### src/hdl/pfps_pkg.sv
`timescale 1ns / 1ps
package pfps_pkg;
  localparam int unsigned AddrW = 64;
  localparam int unsigned SeqW = 32;
  localparam int unsigned TimeW = 48;
  localparam int unsigned CntW = 32;
  localparam int unsigned StatW = 3;
  localparam int unsigned SlotW = 6;

  localparam logic [StatW-1:0] StFirst = 3'd0;
  localparam logic [StatW-1:0] StInOrder = 3'd1;
  localparam logic [StatW-1:0] StDup = 3'd2;
  localparam logic [StatW-1:0] StUnordered = 3'd3;
  localparam logic [StatW-1:0] StFull = 3'd4;

  typedef enum logic [2:0] {
    S_IDLE, S_SEARCH, S_WAIT, S_UPDATE, S_OUT
  } state_e;

  typedef struct packed {
    logic load;
    logic search_start;
    logic search_step;
    logic update;
    logic full;
  } cmd_t;

  typedef struct packed {
    logic hit;
    logic at_end;
    logic table_full;
  } sts_t;
endpackage

### src/hdl/pfps_ctrl.sv
`timescale 1ns / 1ps
module pfps_ctrl (
  input  logic           clk_i,
  input  logic           rst_ni,
  input  logic           in_valid_i,
  output logic           in_stall_o,
  output logic           out_valid_o,
  input  logic           out_stall_i,
  input  pfps_pkg::sts_t sts_i,
  output pfps_pkg::cmd_t cmd_o
);
  import pfps_pkg::*;

  state_e state_q, state_d;

  always_ff @(posedge clk_i or negedge rst_ni) begin
    if (!rst_ni) begin
      state_q <= S_IDLE;
    end else begin
      state_q <= state_d;
    end
  end

  always_comb begin
    state_d = state_q;
    unique case (state_q)
      S_IDLE: if (in_valid_i) state_d = S_SEARCH;
      S_SEARCH: begin
        if (sts_i.at_end) begin
          state_d = S_UPDATE;
        end else begin
          state_d = S_WAIT;
        end
      end
      S_WAIT: begin
        if (sts_i.hit || sts_i.at_end) begin
          state_d = S_UPDATE;
        end else begin
          state_d = S_WAIT;
        end
      end
      S_UPDATE: state_d = S_OUT;
      S_OUT: if (!out_stall_i) state_d = S_IDLE;
      default: state_d = S_IDLE;
    endcase
  end

  always_comb begin
    cmd_o = '0;
    in_stall_o = 1'b1;
    out_valid_o = 1'b0;
    unique case (state_q)
      S_IDLE: begin
        in_stall_o = 1'b0;
        cmd_o.load = in_valid_i;
      end
      S_SEARCH: cmd_o.search_start = 1'b1;
      S_WAIT: cmd_o.search_step = !(sts_i.hit || sts_i.at_end);
      S_UPDATE: begin
        cmd_o.update = 1'b1;
        cmd_o.full = sts_i.table_full;
      end
      S_OUT: out_valid_o = 1'b1;
      default: ;
    endcase
  end
endmodule

### config.mk
export PLATFORM = sky130hd
export DESIGN_NAME = pfps_ctrl
export DESIGN_NICKNAME = d
export VERILOG_FILES = /design/src/hdl/pfps_pkg.sv /design/src/hdl/pfps_ctrl.sv
export SDC_FILE = /design/constraint.sdc
export NUM_CORES = 1
export LEC_CHECK = 0
export ABC_AREA = 1
export ABC_CLOCK_PERIOD_IN_PS = 1150
export BUFFER_PORTS_ARGS = -buffer_cell sky130_fd_sc_hd__buf_2
export CORE_AREA = 2 2 39 41
export DETAILED_ROUTE_END_ITERATION = 16
export DIE_AREA = 0 0 41 43
export GPL_TIMING_DRIVEN = 0
export SYNTH_ARGS = -nofsm -noshare
export SYNTH_HDL_FRONTEND = slang
export SYNTH_SLANG_ARGS = --single-unit
export TNS_END_PERCENT = 20
### constraint.sdc
create_clock -name clk_i -period 1.15 [get_ports clk_i]
set_clock_uncertainty 0.15 [all_clocks]
set_input_delay 0.115 -clock clk_i [delete_from_list [all_inputs] [get_ports clk_i]]
set_output_delay 0.115 -clock clk_i [all_outputs]
set_load 0.05 [all_outputs]
==> flow_summary.html, run 1 <==
<table>
<tr><th>Metric</th><th>Value</th></tr>
<tr><th colspan="2">Outcome</th></tr>
<tr><td>Outcome</td><td>complete, but fails checks</td></tr>
<tr><td>Violations in the final reports</td><td>setup timing</td></tr>
<tr><th colspan="2">Global routing</th></tr>
<tr><td>First-pass GRT wire length</td><td>786 µm</td></tr>
<tr><td>Global-route total usage across every layer</td><td>7.06%</td></tr>
<tr><td>Via count of the first global-routing pass</td><td>212</td></tr>
<tr><td>Number of antenna violations at the first check in global routing</td><td>0</td></tr>
<tr><td>Overflow left after global routing</td><td>0</td></tr>
<tr><td>Largest net degree at the start of global routing</td><td>8</td></tr>
<tr><th colspan="2">Cells and area</th></tr>
<tr><td>Reg with most FFs</td><td>state_q</td></tr>
<tr><td>Layout overhead on the synthesized area</td><td>147%</td></tr>
<tr><td>Final Net Count</td><td>59</td></tr>
<tr><td>Number of flip-flops under the largest register name</td><td>3</td></tr>
<tr><td>Registers with the most flip-flops</td><td>state_q x3</td></tr>
<tr><td>Core Util, Final</td><td>35.3%</td></tr>
<tr><td>Count of antenna diodes in the layout</td><td>0</td></tr>
<tr><td>Finished layout cell area</td><td>488 µm²</td></tr>
<tr><td>Fraction of final layout cells with drive strength greater than 1</td><td>72.5%</td></tr>
<tr><th colspan="2">Clocking</th></tr>
<tr><td>Maximum level of the CTS H-tree</td><td>1</td></tr>
<tr><td>Sinks on Clock Net</td><td>3</td></tr>
<tr><td>Clock buffer depth</td><td>2</td></tr>
<tr><td>Clock tree from TritonCTS</td><td>done</td></tr>
<tr><td>Clock input transition at the sequential cells of the worst setup and hold paths</td><td>0.04 ns</td></tr>
<tr><td>Clk_lat worst skew</td><td>0.24 ns</td></tr>
<tr><td>Clock buffer count from CTS</td><td>3</td></tr>
<tr><td>Root Buffer Master</td><td>clkbuf_4</td></tr>
<tr><th colspan="2">Routing</th></tr>
<tr><td>DRT Pass-1 Iters</td><td>1</td></tr>
<tr><td>First DRT Iteration DRCs</td><td>0</td></tr>
<tr><td>Wire per inst</td><td>8.40 µm</td></tr>
<tr><td>Total Wirelength</td><td>563 µm</td></tr>
<tr><td>ANT nets after route</td><td>0</td></tr>
<tr><td>Count of vias placed by the detailed router</td><td>263</td></tr>
<tr><td>Number of vias per cell</td><td>3.93</td></tr>
<tr><td>DRC errors left</td><td>0</td></tr>
<tr><th colspan="2">STA</th></tr>
<tr><td>Setup repair after global routing missed its margin</td><td>true</td></tr>
<tr><td>Number of endpoints failing setup at the final stage</td><td>8</td></tr>
<tr><td>Number of failing hold endpoints at the final stage</td><td>0</td></tr>
<tr><td>Tightest slew margin relative to the limit</td><td>86.8%</td></tr>
<tr><td>Pin slew with the least headroom to its limit</td><td>0.197 ns</td></tr>
<tr><td>Final critical path time including I/O delays and setup</td><td>1.41 ns</td></tr>
<tr><td>Achievable clock frequency</td><td>0.710 GHz</td></tr>
<tr><td>Fin worst setup slack</td><td>-0.258 ns</td></tr>
<tr><td>Final Max Slew Viols</td><td>0</td></tr>
<tr><td>Part of the cycle the worst path needs</td><td>122%</td></tr>
<tr><td>Total negative setup slack</td><td>-1.62 ns</td></tr>
<tr><th colspan="2">Critical path</th></tr>
<tr><td>Ordered list of cells on the worst path</td><td>inv_4, nand2_4, nor2_4, buf_8</td></tr>
<tr><td>Cell class contributing the biggest share of worst-path delay</td><td>flip-flops</td></tr>
<tr><td>Element type at the critical path end</td><td>output pin</td></tr>
<tr><td>Reg-to-Reg Start</td><td>state_q[2]</td></tr>
<tr><td>Critical path's largest stage delay</td><td>0.45 ns</td></tr>
<tr><td>Reg2reg end</td><td>state_q[2]</td></tr>
<tr><td>Worst R2R Setup Slack</td><td>-0.03 ns</td></tr>
<tr><td>Endpoint arrival time on the critical path</td><td>1.14 ns</td></tr>
<tr><td>Startpoint-to-endpoint class of the critical path</td><td>register to output pin</td></tr>
<tr><td>CP Depth</td><td>4</td></tr>
<tr><td>Slowest stage cell, crit path</td><td>dfrtp_2</td></tr>
<tr><td>Number of cells on the worst reg-to-reg path</td><td>6</td></tr>
<tr><td>Critical path buffer and inverter count</td><td>2</td></tr>
<tr><td>Worst Setup Start Kind</td><td>register</td></tr>
<tr><td>Worst Path Max Fanout</td><td>4</td></tr>
<tr><td>Required time of the critical path</td><td>0.88 ns</td></tr>
<tr><th colspan="2">Place</th></tr>
<tr><td>Post-placement setup slack</td><td>-0.228 ns</td></tr>
<tr><td>Final weighted congestion in routability-driven placement</td><td>0.651</td></tr>
<tr><td>Post-detailed-placement half-perimeter wirelength</td><td>399 µm</td></tr>
<tr><td>Buffers added on ports</td><td>13</td></tr>
<tr><td>Total cell area at the placement stage</td><td>324 µm²</td></tr>
<tr><th colspan="2">Yosys</th></tr>
<tr><td>Syn avg cell area</td><td>7.06 µm²</td></tr>
<tr><td>Part of the Yosys area used for sequential elements</td><td>38.0%</td></tr>
<tr><td>Total number of yosys warnings</td><td>0</td></tr>
<tr><td>Distinct cells, synth</td><td>13</td></tr>
<tr><td>Total of flip-flops plus latches after synthesis</td><td>3</td></tr>
<tr><td>Combined area of all synthesized cells</td><td>198 µm²</td></tr>
<tr><td>Gate Count Post-Synth</td><td>28</td></tr>
<tr><td>Total nets after synthesis</td><td>35</td></tr>
<tr><th colspan="2">Pwr</th></tr>
<tr><td>Worst supply voltage drop on vdd</td><td>1.30 mV</td></tr>
<tr><td>Net Sw Frac</td><td>53.7%</td></tr>
<tr><td>Combinational share of power</td><td>72.4%</td></tr>
<tr><td>Register share of total power</td><td>16.0%</td></tr>
<tr><td>Static leakage power</td><td>0.231 nW</td></tr>
<tr><td>Power per cell area</td><td>3360 mW/mm²</td></tr>
<tr><td>Net switching power</td><td>0.000880 W</td></tr>
<tr><td>Power Internal</td><td>0.000758 W</td></tr>
<tr><td>Fraction of power consumed by the clock network</td><td>11.6%</td></tr>
<tr><th colspan="2">Floorplan</th></tr>
<tr><td>Area of the die</td><td>0.00176 mm²</td></tr>
<tr><td>Width of the die</td><td>41 µm</td></tr>
<tr><td>Boundary pin count</td><td>14</td></tr>
<tr><td>Vert. Die Dim</td><td>43 µm</td></tr>
<tr><td>Standard-cell row count</td><td>14</td></tr>
<tr><td>Initial core utilization</td><td>14.3%</td></tr>
<tr><td>Core Footprint</td><td>0.00138 mm²</td></tr>
<tr><th colspan="2">Job</th></tr>
<tr><td>Max-Cap Viols</td><td>0</td></tr>
<tr><th colspan="2">Min path</th></tr>
<tr><td>Type of the tightest min-delay check</td><td>input pin to async pin</td></tr>
</table>
## repair_timing
item                       CTS  global route
setup endpoints to repair    7             9
hold buffers                 2             0
gates resized for setup     17            10
hold endpoints to repair     4             0
pin swaps                    1             5
buffers inserted             1             3
cloned                       0             0
## cell usage in the layout, fill, tap and decap left out, types with 3 or more instances in the layout
master and instances:
inv_4 3, clkbuf_4 3, inv_1 4, nor2_4 4
buf_2 6, nand2_1 3, buf_6 5, buf_4 4
## worst max path at each step
stage | start | end
after floorplan | state_q[2] | cmd_o[4]
final | state_q[0] | out_valid_o
after global placement | state_q[2] | cmd_o[0]
after global routing | state_q[1] | cmd_o[2]
after CTS | state_q[0] | out_valid_o
after detailed placement | state_q[2] | cmd_o[0]
## logic make-up after synthesis
logic type,after synthesis,share of synthesized area (%)
flip-flops,3,38.0
buffers and inverters,7,13.3
AND/OR/NAND/NOR,15,39.9
AO/OA/AOI/OAI,3,8.86
## Yosys cell counts
master | number | area share (%)
a21oi_1 | 1 | 2.5
dfrtp_1 | 3 | 38
inv_1 | 4 | 7.6
inv_2 | 3 | 5.7
nand2_1 | 5 | 9.5
nand3_1 | 3 | 7.6
nor2_1 | 3 | 5.7
nor2_2 | 1 | 3.2
nor2_4 | 1 | 5.7
nor3_2 | 1 | 5.1
o211ai_1 | 1 | 3.8
o21ai_1 | 1 | 2.5
or2_2 | 1 | 3.2
## stage by stage
step	cells	power [W]	hold slack, ns
after floorplan	28	0.000934	-0.331
after global placement	57	0.00107	-0.237
after detailed placement	57	0.00108	-0.239
after CTS	64	0.00147	0.0375
after global routing	67	0.00174	0.0511
final	67	0.00164	0.0474
## metal layers
layer / track usage, % / vias up / routed length [µm]
li1: - / 133 / -
met1: 7.49 / 116 / 218
met2: 10.0 / 12 / 280
met3: 1.57 / 2 / 46
met4: 8.00 / 0 / 17
met5: 0 / - / 0
## final cells by class
type	count	area (µm²)
multi-input combinational	18	164
sequential	3	77.6
inverter	7	33.8
clock buffer	4	26.3
tap	16	20.0
fill	146	896
timing repair buffer	19	166
## power by group through the flow
| stage | logic, W | clock network (W) | registers [W] |
|---|---|---|---|
| after floorplan | 0.000711 | 0 | 0.000222 |
| after CTS | 0.00104 | 0.000197 | 0.000236 |
| final | 0.00119 | 0.000191 | 0.000262 |
| after global placement | 0.000848 | 0 | 0.000227 |
| after detailed placement | 0.000853 | 0 | 0.000229 |
| after global routing | 0.00126 | 0.000212 | 0.000270 |
No activity file was read; power rests on OpenSTA's default activity.
==> run 2: changes to the inputs <==
Settings changed: ABC_CLOCK_PERIOD_IN_PS 1150 to 1700, SKIP_CTS_REPAIR_TIMING set to 1.
Clock period 1.15 ns to 1.7 ns, I/O delays scaled along.
==> run 2 against run 1 <==
  * Clock power decreased by 35%
  * The flow now finishes without violations
  * Final cell count decreased by 6.0%
  * Sequential share of layout area up 6.1 points
  * Sequential power shrank 45%
  * Combinational power fell by 56%
  * Hold slack improved by 0.055 ns
  * Non-clock buffer count decreased by 4
  * Register-to-register slack better by 0.65 ns
==> flow_summary.html, run 2 (synthesis gave the netlist of run 1 again) <==
<table>
<tr><th>Metric</th><th>Value</th></tr>
<tr><th colspan="2">STA</th></tr>
<tr><td>Setup repair after global routing missed its margin</td><td>false</td></tr>
<tr><td>Final critical path time including I/O delays and setup</td><td>1.55 ns</td></tr>
<tr><td>Achievable clock frequency</td><td>0.646 GHz</td></tr>
<tr><td>Fin worst setup slack</td><td>0.152 ns (+0.410 ns)</td></tr>
<tr><td>Total negative setup slack</td><td>0 ns (+1.62 ns)</td></tr>
<tr><td>Pin slew with the least headroom to its limit</td><td>0.249 ns (+0.0514 ns)</td></tr>
<tr><td>Tightest slew margin relative to the limit</td><td>83.5% (-3.3 points)</td></tr>
<tr><td>Number of failing hold endpoints at the final stage</td><td>0 (unchanged)</td></tr>
<tr><td>Number of endpoints failing setup at the final stage</td><td>0 (-8)</td></tr>
<tr><td>Final Max Slew Viols</td><td>0 (unchanged)</td></tr>
<tr><td>Part of the cycle the worst path needs</td><td>91.1%</td></tr>
<tr><th colspan="2">Clocking</th></tr>
<tr><td>Clock buffer count from CTS</td><td>3 (unchanged)</td></tr>
<tr><td>Sinks on Clock Net</td><td>3 (unchanged)</td></tr>
<tr><td>Clock input transition at the sequential cells of the worst setup and hold paths</td><td>0.04 ns (about the same)</td></tr>
<tr><td>Root Buffer Master</td><td>clkbuf_4</td></tr>
<tr><td>Maximum level of the CTS H-tree</td><td>1 (unchanged)</td></tr>
<tr><td>Clock tree from TritonCTS</td><td>done</td></tr>
<tr><td>Clock buffer depth</td><td>2 (unchanged)</td></tr>
<tr><td>Clk_lat worst skew</td><td>0.23 ns (about the same)</td></tr>
<tr><th colspan="2">Routing</th></tr>
<tr><td>ANT nets after route</td><td>0 (unchanged)</td></tr>
<tr><td>Total Wirelength</td><td>476 µm (-15%)</td></tr>
<tr><td>Wire per inst</td><td>7.56 µm (-10%)</td></tr>
<tr><td>Number of vias per cell</td><td>3.68 (-6.2%)</td></tr>
<tr><td>Count of vias placed by the detailed router</td><td>232 (-12%)</td></tr>
<tr><td>DRT Pass-1 Iters</td><td>2 (+1)</td></tr>
<tr><td>DRC errors left</td><td>0 (unchanged)</td></tr>
<tr><td>First DRT Iteration DRCs</td><td>2 (+2)</td></tr>
<tr><th colspan="2">Critical path</th></tr>
<tr><td>Slowest stage cell, crit path</td><td>dfrtp_1</td></tr>
<tr><td>Number of cells on the worst reg-to-reg path</td><td>4 (-2)</td></tr>
<tr><td>Required time of the critical path</td><td>1.38 ns (+0.50 ns)</td></tr>
<tr><td>Startpoint-to-endpoint class of the critical path</td><td>register to output pin</td></tr>
<tr><td>Ordered list of cells on the worst path</td><td>inv_2, nand3_1, nor2_1, buf_2</td></tr>
<tr><td>Worst Setup Start Kind</td><td>register</td></tr>
<tr><td>Reg-to-Reg Start</td><td>state_q[1]</td></tr>
<tr><td>Element type at the critical path end</td><td>output pin</td></tr>
<tr><td>Worst Path Max Fanout</td><td>7 (+3)</td></tr>
<tr><td>Endpoint arrival time on the critical path</td><td>1.23 ns (+0.09 ns)</td></tr>
<tr><td>Worst R2R Setup Slack</td><td>0.62 ns (+0.65 ns)</td></tr>
<tr><td>Critical path's largest stage delay</td><td>0.38 ns (-0.07 ns)</td></tr>
<tr><td>Reg2reg end</td><td>state_q[0]</td></tr>
<tr><th colspan="2">Global routing</th></tr>
<tr><td>First-pass GRT wire length</td><td>724 µm (-7.9%)</td></tr>
<tr><td>Busiest layer in global routing</td><td>met2</td></tr>
<tr><td>Met3 Resource Use GR</td><td>3.14% (+1.6 points)</td></tr>
<tr><td>M2 GR Usage</td><td>9.06% (-0.94 points)</td></tr>
<tr><td>Largest net degree at the start of global routing</td><td>8 (unchanged)</td></tr>
<tr><td>Number of antenna violations at the first check in global routing</td><td>0 (unchanged)</td></tr>
<tr><td>Overflow left after global routing</td><td>0 (unchanged)</td></tr>
<tr><td>Global-route total usage across every layer</td><td>6.45% (-0.61 points)</td></tr>
<tr><td>Via count of the first global-routing pass</td><td>223 (+5.2%)</td></tr>
<tr><td>Global routing met1 resource utilization</td><td>6.49% (-1.0 points)</td></tr>
<tr><th colspan="2">Cells and area</th></tr>
<tr><td>Reg with most FFs</td><td>state_q</td></tr>
<tr><td>Number of filler instances in the final layout</td><td>170 (+16%)</td></tr>
<tr><td>Commonest cells after routing, fill and taps aside</td><td>buf_2 (13), nand2_1 (5), inv_1 (4)</td></tr>
<tr><td>Fraction of final layout cells with drive strength greater than 1</td><td>53.2% (-19 points)</td></tr>
<tr><td>Registers with the most flip-flops</td><td>state_q x3</td></tr>
<tr><td>Count of antenna diodes in the layout</td><td>0 (unchanged)</td></tr>
<tr><td>Final Net Count</td><td>55 (-6.8%)</td></tr>
<tr><td>Layout overhead on the synthesized area</td><td>72.8%</td></tr>
<tr><td>Most common cell after layout, fill and taps aside</td><td>buf_2</td></tr>
<tr><td>Number of flip-flops under the largest register name</td><td>3 (unchanged)</td></tr>
<tr><th colspan="2">Floorplan</th></tr>
<tr><td>Area of the die</td><td>0.00176 mm² (unchanged)</td></tr>
<tr><td>Width of the die</td><td>41 µm (unchanged)</td></tr>
<tr><td>Boundary pin count</td><td>14 (unchanged)</td></tr>
<tr><td>Core Footprint</td><td>0.00138 mm² (unchanged)</td></tr>
<tr><td>Initial core utilization</td><td>14.3% (unchanged)</td></tr>
<tr><td>Vert. Die Dim</td><td>43 µm (unchanged)</td></tr>
<tr><td>Standard-cell row count</td><td>14 (unchanged)</td></tr>
<tr><th colspan="2">Place</th></tr>
<tr><td>Final weighted congestion in routability-driven placement</td><td>0.624 (-4.2%)</td></tr>
<tr><td>Post-detailed-placement half-perimeter wirelength</td><td>416 µm (+4.4%)</td></tr>
<tr><td>Post-placement setup slack</td><td>0.377 ns (+0.605 ns)</td></tr>
<tr><td>Buffers added on ports</td><td>13 (unchanged)</td></tr>
<tr><th colspan="2">Pwr</th></tr>
<tr><td>Worst supply voltage drop on vdd</td><td>0.490 mV (-62%)</td></tr>
<tr><td>Static leakage power</td><td>0.196 nW (-15%)</td></tr>
<tr><td>Power per cell area</td><td>2310 mW/mm² (-31%)</td></tr>
<tr><td>Power after layout</td><td>0.000791 W (-52%)</td></tr>
<tr><th colspan="2">Outcome</th></tr>
<tr><td>Outcome</td><td>completed</td></tr>
<tr><th colspan="2">Job</th></tr>
<tr><td>Max-Cap Viols</td><td>0 (unchanged)</td></tr>
<tr><th colspan="2">Min path</th></tr>
<tr><td>Type of the tightest min-delay check</td><td>input pin to async pin</td></tr>
</table>
## run 2: cell types whose count changed in the layout (fill, tap and decap cells not counted), moves of 3 or more
cell / before / now
buf_6: 5 / 0
inv_2: 0 / 3
buf_4: 4 / 0
buf_2: 6 / 13
inv_4: 3 / 0
## run 2: worst max-delay path by stage
stage | start | end | slack [ns] | cells after the start
floorplan | state_q[2] | cmd_o[0] | 0.13 | 3
global placement | state_q[2] | cmd_o[0] | 0.38 | 4
detailed placement | state_q[2] | cmd_o[0] | 0.38 | 4
CTS | state_q[2] | cmd_o[0] | 0.12 | 4
global route | state_q[2] | cmd_o[0] | 0.03 | 4
finish | state_q[2] | cmd_o[0] | 0.15 | 4
## run 2: cell type report
type / instances / area (µm²) / area share [%]
Clock buffer: 4 / 26.3 / 7.69
Sequential cell: 3 / 75.1 / 22.0
Inverter: 7 / 26.3 / 7.69
Timing Repair Buffer: 15 / 85.1 / 24.9
Multi-Input combinational cell: 18 / 109 / 31.9
Tap cell: 16 / 20.0 / 5.86
## run 2: worst max-delay path, delay by kind of cell, from the launching register on
family | cells | cell delay (ns)
simple gates | 2 | 0.23
buf+inv | 2 | 0.38
flops | 1 | 0.38
## run 2: report_power, final
group	internal, W	total [W]	switching [W]
clock network	0.0000880	0.000125	0.0000367
logic	0.000132	0.000521	0.000389
registers	0.000108	0.000145	0.0000370
total	0.000328	0.000791	0.000463
## run 2: metrics by stage
stage / hold WS, ns / area (µm²) / cells / util, %
after floorplan: -0.276 / 210 / 28 / -
after global placement: -0.184 / 295 / 57 / 21.3
after detailed placement: -0.182 / 295 / 57 / 21.3
after CTS: -0.436 / 322 / 61 / 23.2
after global routing: 0.100 / 342 / 63 / 24.7
final: 0.103 / 342 / 63 / 24.7
## run 2: routing by layer
metal  part of all wire, %  vias to the layer above
li1                      -                      124
met1                    37                      100
met2                    53                        8
met3                   9.7                        0
met4                     0                        0
met5                     0                        -
==> run 3: changes to the inputs <==
Settings changed: CELL_PAD_IN_SITES_DETAIL_PLACEMENT set to 0, CELL_PAD_IN_SITES_GLOBAL_PLACEMENT set to 2, PLACE_DENSITY_LB_ADDON set to 0.1.
==> run 3 against run 2 <==
  * The run now ends with hold timing left
  * First-iteration DRC count decreased by 100%
  * Highest routed layer unchanged
  * Critical path type unchanged
  * Sequential share of layout area rose by 0.66 points
  * Final cell count down 1.6%
  * Setup slack got worse by 0.015 ns
  * Sequential cell count unchanged
  * Critical endpoint unchanged
  * Utilization shrank 0.72 points
==> flow_summary.html, run 3 (synthesis gave the netlist of run 1 again) <==
<table>
<tr><th>Metric</th><th>Value</th></tr>
<tr><th colspan="2">Outcome</th></tr>
<tr><td>Outcome</td><td>complete, but fails checks</td></tr>
<tr><td>Violations in the final reports</td><td>hold timing</td></tr>
<tr><th colspan="2">Routing</th></tr>
<tr><td>First DRT Iteration DRCs</td><td>0 (-2)</td></tr>
<tr><td>ANT nets after route</td><td>0 (unchanged)</td></tr>
<tr><td>Wire per inst</td><td>7.82 µm (+3.5%)</td></tr>
<tr><td>Number of vias per cell</td><td>3.63 (-1.5%)</td></tr>
<tr><td>DRC errors left</td><td>0 (unchanged)</td></tr>
<tr><td>DRT Pass-1 Iters</td><td>1 (-1)</td></tr>
<tr><td>Total Wirelength</td><td>485 µm (+1.9%)</td></tr>
<tr><td>Count of vias placed by the detailed router</td><td>225 (-3.0%)</td></tr>
<tr><th colspan="2">Cells and area</th></tr>
<tr><td>Number of flip-flops under the largest register name</td><td>3 (unchanged)</td></tr>
<tr><td>Final Net Count</td><td>54 (-1.8%)</td></tr>
<tr><td>Non-filler instance count after layout</td><td>62 (-1.6%)</td></tr>
<tr><td>Commonest cells after routing, fill and taps aside</td><td>buf_2 (13), nand2_1 (5), inv_1 (4)</td></tr>
<tr><td>Fraction of final layout cells with drive strength greater than 1</td><td>54.3% (+1.2 points)</td></tr>
<tr><td>Count of antenna diodes in the layout</td><td>0 (unchanged)</td></tr>
<tr><td>Finished layout cell area</td><td>332 µm² (-2.9%)</td></tr>
<tr><td>Most common cell after layout, fill and taps aside</td><td>buf_2</td></tr>
<tr><td>Layout overhead on the synthesized area</td><td>67.7%</td></tr>
<tr><td>Reg with most FFs</td><td>state_q</td></tr>
<tr><td>Registers with the most flip-flops</td><td>state_q x3</td></tr>
<tr><td>Core Util, Final</td><td>24.0% (-0.72 points)</td></tr>
<tr><th colspan="2">Clocking</th></tr>
<tr><td>Sinks on Clock Net</td><td>3 (unchanged)</td></tr>
<tr><td>Clock tree from TritonCTS</td><td>done</td></tr>
<tr><td>Clock buffer count from CTS</td><td>3 (unchanged)</td></tr>
<tr><td>Clk_lat worst skew</td><td>0.23 ns (about the same)</td></tr>
<tr><td>Maximum level of the CTS H-tree</td><td>1 (unchanged)</td></tr>
<tr><td>Root Buffer Master</td><td>clkbuf_4</td></tr>
<tr><td>Clock buffer depth</td><td>2 (unchanged)</td></tr>
<tr><td>Clock input transition at the sequential cells of the worst setup and hold paths</td><td>0.04 ns (about the same)</td></tr>
<tr><th colspan="2">Global routing</th></tr>
<tr><td>Overflow left after global routing</td><td>0 (unchanged)</td></tr>
<tr><td>Largest net degree at the start of global routing</td><td>8 (unchanged)</td></tr>
<tr><td>Global-route total usage across every layer</td><td>7.15% (+0.70 points)</td></tr>
<tr><td>First-pass GRT wire length</td><td>786 µm (+8.6%)</td></tr>
<tr><td>Number of antenna violations at the first check in global routing</td><td>0 (unchanged)</td></tr>
<tr><td>Via count of the first global-routing pass</td><td>193 (-13%)</td></tr>
<tr><th colspan="2">Min path</th></tr>
<tr><td>Start point of the worst min-delay path</td><td>out_stall_i</td></tr>
<tr><td>Type of the tightest min-delay check</td><td>input pin to register</td></tr>
<tr><th colspan="2">Critical path</th></tr>
<tr><td>Worst Path Max Fanout</td><td>7 (unchanged)</td></tr>
<tr><td>Required time of the critical path</td><td>1.38 ns (about the same)</td></tr>
<tr><td>Reg-to-Reg Start</td><td>state_q[1]</td></tr>
<tr><td>Element type at the critical path end</td><td>output pin</td></tr>
<tr><td>Worst Setup Start Kind</td><td>register</td></tr>
<tr><td>Critical Path Source</td><td>state_q[2]</td></tr>
<tr><td>Endpoint arrival time on the critical path</td><td>1.24 ns (about the same)</td></tr>
<tr><td>Startpoint-to-endpoint class of the critical path</td><td>register to output pin</td></tr>
<tr><th colspan="2">Floorplan</th></tr>
<tr><td>Vert. Die Dim</td><td>43 µm (unchanged)</td></tr>
<tr><td>Area of the die</td><td>0.00176 mm² (unchanged)</td></tr>
<tr><td>Width of the die</td><td>41 µm (unchanged)</td></tr>
<tr><td>Boundary pin count</td><td>14 (unchanged)</td></tr>
<tr><td>Initial core utilization</td><td>14.3% (unchanged)</td></tr>
<tr><td>Core Footprint</td><td>0.00138 mm² (unchanged)</td></tr>
<tr><td>Standard-cell row count</td><td>14 (unchanged)</td></tr>
<tr><th colspan="2">Place</th></tr>
<tr><td>Cells after DPL</td><td>57 (unchanged)</td></tr>
<tr><td>Total cell area at the placement stage</td><td>295 µm² (unchanged)</td></tr>
<tr><td>Buffers added on ports</td><td>13 (unchanged)</td></tr>
<tr><td>Final weighted congestion in routability-driven placement</td><td>0.641 (+2.8%)</td></tr>
<tr><td>Post-detailed-placement half-perimeter wirelength</td><td>406 µm (-2.4%)</td></tr>
<tr><th colspan="2">STA</th></tr>
<tr><td>Setup repair after global routing missed its margin</td><td>false</td></tr>
<tr><td>Number of endpoints failing setup at the final stage</td><td>0 (unchanged)</td></tr>
<tr><td>Pin slew with the least headroom to its limit</td><td>0.248 ns (-0.000318 ns)</td></tr>
<tr><td>Hold slack final</td><td>-0.00386 ns (-0.107 ns)</td></tr>
<tr><td>Tightest slew margin relative to the limit</td><td>83.6% (about the same)</td></tr>
<tr><td>Final Max Slew Viols</td><td>0 (unchanged)</td></tr>
<tr><td>Total negative setup slack</td><td>0 ns (unchanged)</td></tr>
<tr><td>Final critical path time including I/O delays and setup</td><td>1.56 ns (+0.0148 ns)</td></tr>
<tr><td>Number of failing hold endpoints at the final stage</td><td>1 (+1)</td></tr>
<tr><td>Achievable clock frequency</td><td>0.640 GHz (-0.94%)</td></tr>
<tr><td>Part of the cycle the worst path needs</td><td>91.9% (+0.87 points)</td></tr>
<tr><th colspan="2">Pwr</th></tr>
<tr><td>Worst supply voltage drop on vdd</td><td>0.517 mV (+5.6%)</td></tr>
<tr><td>Static leakage power</td><td>0.192 nW (-2.1%)</td></tr>
<tr><td>Power per cell area</td><td>2380 mW/mm² (+2.9%)</td></tr>
<tr><th colspan="2">Job</th></tr>
<tr><td>Max-Cap Viols</td><td>0 (unchanged)</td></tr>
</table>
-- run 3: final cells by class --
class / instances / area [µm²]
tap: 16 / 20.0
multi-input combinational: 18 / 109
fill: 169 / 1050
sequential: 3 / 75.1
clock buffer: 4 / 26.3
inverter: 7 / 26.3
timing repair buffer: 14 / 75.1
-- run 3: final timing paths --
check                           cells past startpoint  slack [ns]    endpoint
worst max-delay path                                4        0.14    cmd_o[0]
worst min-delay path                                3      -0.004  state_q[2]
worst max register to register                      4        0.63  state_q[0]
worst min register to register                      3        0.40  state_q[1]
max in group asynchronous                           2        1.19  state_q[0]
min in group asynchronous                           2        0.11  state_q[2]
-- run 3: report_power, final --
group          switching (W)  leakage, nW  internal (W)
Combinational       0.000391        0.138      0.000130
Sequential         0.0000355       0.0381      0.000108
Clock              0.0000365       0.0150     0.0000879
Total               0.000463        0.192      0.000326
-- run 3: stage by stage --
stage               setup WS (ns)  power (W)  hold slack [ns]
finish                      0.137   0.000790         -0.00386
global route               0.0381   0.000857           0.0118
CTS                         0.113   0.000808           -0.435
detailed placement          0.375   0.000676           -0.183
global placement            0.380   0.000678           -0.185
floorplan                   0.126   0.000570           -0.276
-- run 3: metal layers --
layer,track usage (%),vias to the layer above,part of all wire [%]
met5,0,-,0
met4,8.00,0,0
met3,3.14,0,7.2
met2,8.13,7,52
met1,8.77,97,41
li1,-,121,-
-- run 3: critical path, cell delays in order (launching register included) --
cell and delay, ns:
dfrtp_1 0.38, inv_2 0.12, nand3_1 0.14, nor2_1 0.11, buf_2 0.26
